$ cat config.mk
export PLATFORM = sky130hd
export DESIGN_NAME = ssc_div
export DESIGN_NICKNAME = d
export VERILOG_FILES = /design/src/rtl/ssc_pkg.sv /design/src/rtl/ssc_div.sv
export SDC_FILE = /design/constraint.sdc
export NUM_CORES = 2
export LEC_CHECK = 0
export ABC_AREA = 1
export BUFFER_PORTS_ARGS = -buffer_cell sky130_fd_sc_hd__buf_2
export CAP_MARGIN = 25
export CORE_ASPECT_RATIO = 1.4
export CORE_MARGIN = 5
export CORE_UTILIZATION = 35
export DETAILED_ROUTE_END_ITERATION = 12
export HOLD_SLACK_MARGIN = 0.06
export SLEW_MARGIN = 25
export SYNTH_ARGS = -nofsm -noshare
export SYNTH_HDL_FRONTEND = slang
export SYNTH_SLANG_ARGS = --single-unit
$ cat constraint.sdc
create_clock -name clk_i -period 1.85 [get_ports clk_i]
set_input_delay 0.185 -clock clk_i [delete_from_list [all_inputs] [get_ports clk_i]]
set_output_delay 0.185 -clock clk_i [all_outputs]
set_load 0.02 [all_outputs]
$ cat src/rtl/ssc_pkg.sv
`timescale 1ns / 1ps
`default_nettype none

package ssc_pkg;

  // Default coordinate width, micrometres, signed
  localparam int CoordBitsDef = 24;

endpackage

`default_nettype wire

$ cat src/rtl/ssc_div.sv
`timescale 1ns / 1ps
`default_nettype none

// Restoring divider, one quotient bit per stage, QB stages deep.
// The dividend's upper half must be below the divisor for a meaningful result.
module ssc_div #(
  parameter int QB = ssc_pkg::CoordBitsDef + 1
) (
  input  wire logic            clk_i,
  input  wire logic            en_i,
  input  wire logic [2*QB-1:0] dvd_i,
  input  wire logic [QB-1:0]   dvs_i,
  output logic      [QB-1:0]   quo_o
);

  logic [QB-1:0] rem_q [QB];
  logic [QB-1:0] low_q [QB];
  logic [QB-1:0] dvs_q [QB];
  logic [QB-1:0] quo_q [QB];

  for (genvar k = 0; k < QB; k++) begin : g_st
    logic [QB-1:0] r_in;
    logic [QB-1:0] l_in;
    logic [QB-1:0] d_in;
    logic [QB-1:0] q_in;
    logic [QB:0]   r_sh;
    logic [QB:0]   r_sub;
    logic          ge;

    if (k == 0) begin : g_first
      assign r_in = dvd_i[2*QB-1:QB];
      assign l_in = dvd_i[QB-1:0];
      assign d_in = dvs_i;
      assign q_in = '0;
    end else begin : g_next
      assign r_in = rem_q[k-1];
      assign l_in = low_q[k-1];
      assign d_in = dvs_q[k-1];
      assign q_in = quo_q[k-1];
    end

    // Shift in the next dividend bit, subtract when it fits
    assign r_sh  = {r_in, l_in[QB-1]};
    assign ge    = (r_sh >= {1'b0, d_in});
    assign r_sub = r_sh - {1'b0, d_in};

    always_ff @(posedge clk_i) begin
      if (en_i) begin
        rem_q[k] <= ge ? r_sub[QB-1:0] : r_sh[QB-1:0];
        low_q[k] <= {l_in[QB-2:0], 1'b0};
        dvs_q[k] <= d_in;
        quo_q[k] <= {q_in[QB-2:0], ge};
      end
    end
  end

  assign quo_o = quo_q[QB-1];

endmodule

`default_nettype wire

==> results.toml <==
[power]
p_sw_uw = 109000
swShare = 0.410
p_int_uw = 156000
clkPwrFrac = 0.158
combPwrFrac = 0.585
power.share.sequential = 0.257
leakage_uw = 0.0822
p_per_area_mw_per_mm2 = 1600
vdd_drop_max_v = 0.00102

[timing]
min_period_ns = 2.29
rsz0062_at_grt = "true"
worstMarginPinSlew_ns = 0.552
drv_slew = 0
slew_headroom = 0.632
fin_skew_ns = 0.0481
hold_viol_final = 0
setup_ws_ns = -0.438
fmax_ghz = 0.437
finalCritPeriodShare = 1.24
setup-violations-final = 600

[clock_network]
clk_path_buf_depth = 4
cts_buffers = 205
clk_latency_ns = 0.92
cts_root_buffer = "clkbuf_16"
cts.sinks = 1825
clk_pin_slew_ns = 0.07
cts_tree = "built"
htreeDepth = 4

[worst_setup_path]
crit_required_ns = 2.46
cp-end-kind = "flop"
critical_path_class = "flop to flop"
cp-startpoint = "rem_q[1][93]"
crit-reg2reg-launch = "rem_q[1][93]"
path_delay_family = "simple AND/OR/NAND/NOR gates"
path_max_fanout = 6
cp-start-kind = "flop"
cp_num_buf_inv = 3
arrival_ns = 2.90
crit_chain = "ha_4, buf_6, nand2_4, nand2_4, nand2_2, nand2_2, nand2_2, nand2_2, a21oi_4, nand3_4, buf_12, buf_12, nand2_4, nand2_4"
slowest_delay_ns = 0.51
slowest_stage = "edfxtp_1"

[global_routing]
gr-total-overflow = 0
grt_first_pass_wirelength_um = 563000
grt_start_max_net_pins = 61
antenna_found_initial = 4
grt_usage = 0.213
grt_pass1_vias = 101974

[synthesis]
synthesis.nets = 14901
ys_warn_count = 0
postSynthCellCount = 14175
synthFlopType = "edfxtp_1"
async_flop_share = 0
avgSynthCellArea_um2 = 8.05
synth_seq_cells = 1825
synth.distinct_cells = 39
synth_area_mm2 = 0.114
ys_seq_area_frac = 0.480
synth_edf_count = 1825

[layout]
num-fill-cells = 30388
drive_gt1_frac = 0.338
final_common_cell = "nand2_1"
syn2layout_area_growth_pct = 45.6
final_nets = 18646
fin_cells = 22332
final_cell_mix = "nand2_1 (4733), buf_4 (3233), inv_1 (2663)"

[detailed_routing]
route.met3.wl_um = 11200
drt_iter0_drc = 5871
wl_met1_um = 135000
drc = 0
drtAntennaViolNets = 0
wl_per_cell_um = 17.0
route.met2.wl_um = 205000
vias_per_cell = 4.64
highest_layer = "met4"
vias = 103621
drt_first_pass_iters = 6
drt_wl_total_um = 379000

[floorplan]
io_pins = 102
die_area_mm2 = 0.338
die_h_um = 685
die_w_um = 492
initial_utilization = 0.351
std_cell_rows = 248
core_mm2 = 0.325

[flow_run]
cap_violations = 0

[worst_hold_path]
worstHoldStart = "dvd_i[1]"
min-delay-path-class = "input pin to flop"

[placement]
dp_cells = 21351
dp_hpwl_um = 298000
gp_congestion = 0.966
pre_cts_slack_ns = -0.675
port_buffers = 101

[outcome]
violations = "setup timing"
status = "finished with violations"
==> layout make-up <==
type	instances	area (µm²)	area share
Antenna cell	3	7.51	0.0000452
Clock buffer	226	5230	0.0315
Clock inverter	140	1540	0.00928
Inverter	2909	10900	0.0658
Multi-Input combinational cell	9252	57400	0.346
Sequential cell	1825	54800	0.330
Tap cell	4250	5320	0.0320
Timing Repair Buffer	3727	30800	0.186
==> logic make-up after synthesis <==
family,synth area share
flip-flops,0.480
adder cells (fa/ha/maj),0.0728
AO/OA/AOI/OAI,0.0164
buffers and inverters,0.107
XOR/XNOR,0.0217
AND/OR/NAND/NOR,0.302
==> per-stage QoR <==
stage / setup TNS (ns) / total power, µW / hold WS, ns / utilization / instance area, µm²
after floorplan: -32.14 / 141000 / 0.284 / - / 119000
after global routing: -255.76 / 284000 / 0.102 / 0.511 / 166000
after CTS: -197.65 / 251000 / 0.0600 / 0.488 / 159000
after global placement: -238.46 / 201000 / 0.361 / 0.454 / 148000
final: -198.92 / 265000 / 0.118 / 0.511 / 166000
after detailed placement: -244.64 / 203000 / 0.363 / 0.454 / 148000
==> cell usage after synthesis, types with 24 or more instances <==
cell type	n	area [µm²]
a21oi_1	251	1260
a21oi_4	24	390
and2_1	47	294
buf_2	128	641
buf_6	49	552
edfxtp_1	1825	54800
fa_1	24	480
ha_1	625	7820
inv_1	2898	10900
nand2_1	5598	21000
nand2_2	26	163
nand3_1	529	2650
nand3_4	46	806
nand3b_1	32	240
nand4_1	796	4980
nor2_1	753	2830
nor2_2	38	238
nor3_1	45	225
o21a_1	24	180
or2_2	24	150
xor2_1	283	2480
==> what timing repair did <==
action / in CTS / in global routing
hold buffers: 100 / 0
pin swaps: 176 / 419
gates cloned: 14 / 34
endpoints found under the setup margin: 599 / 623
endpoints found under the hold margin: 400 / 0
buffers inserted: 162 / 314
resized for setup: 474 / 1317
==> state kept, by name, summed over array words and instances (netlist names) <==
register / flops
low_q: 300
rem_q: 600
dvs_q: 600
quo_q: 325
==> power groups by stage <==
stage | registers [µW] | logic [µW] | clock network, µW
4_1_cts | 68200 | 140000 | 43200
5_1_grt | 68700 | 171000 | 44800
3_3_place_gp | 69000 | 132000 | 0
6_report | 68000 | 155000 | 41800
3_5_place_dp | 69000 | 134000 | 0
2_1_floorplan | 64500 | 76200 | 0
==> routing by layer <==
| layer | vias to the layer above | track usage |
|---|---|---|
| li1 | 52557 | - |
| met1 | 47781 | 0.219 |
| met2 | 2256 | 0.416 |
| met3 | 1027 | 0.0179 |
| met4 | 0 | 0.128 |
| met5 | - | 0 |
==> final timing paths <==
kind / endpoint / slack (ns) / cells after the start
setup / recovery: rem_q[1][122] / -0.44 / 14
hold / removal: low_q[0][1] / 0.12 / 2
hold reg to reg: quo_q[16][13] / 0.39 / 0
setup reg to reg: rem_q[1][122] / -0.44 / 14
No activity file was read; power rests on OpenSTA's default activity.
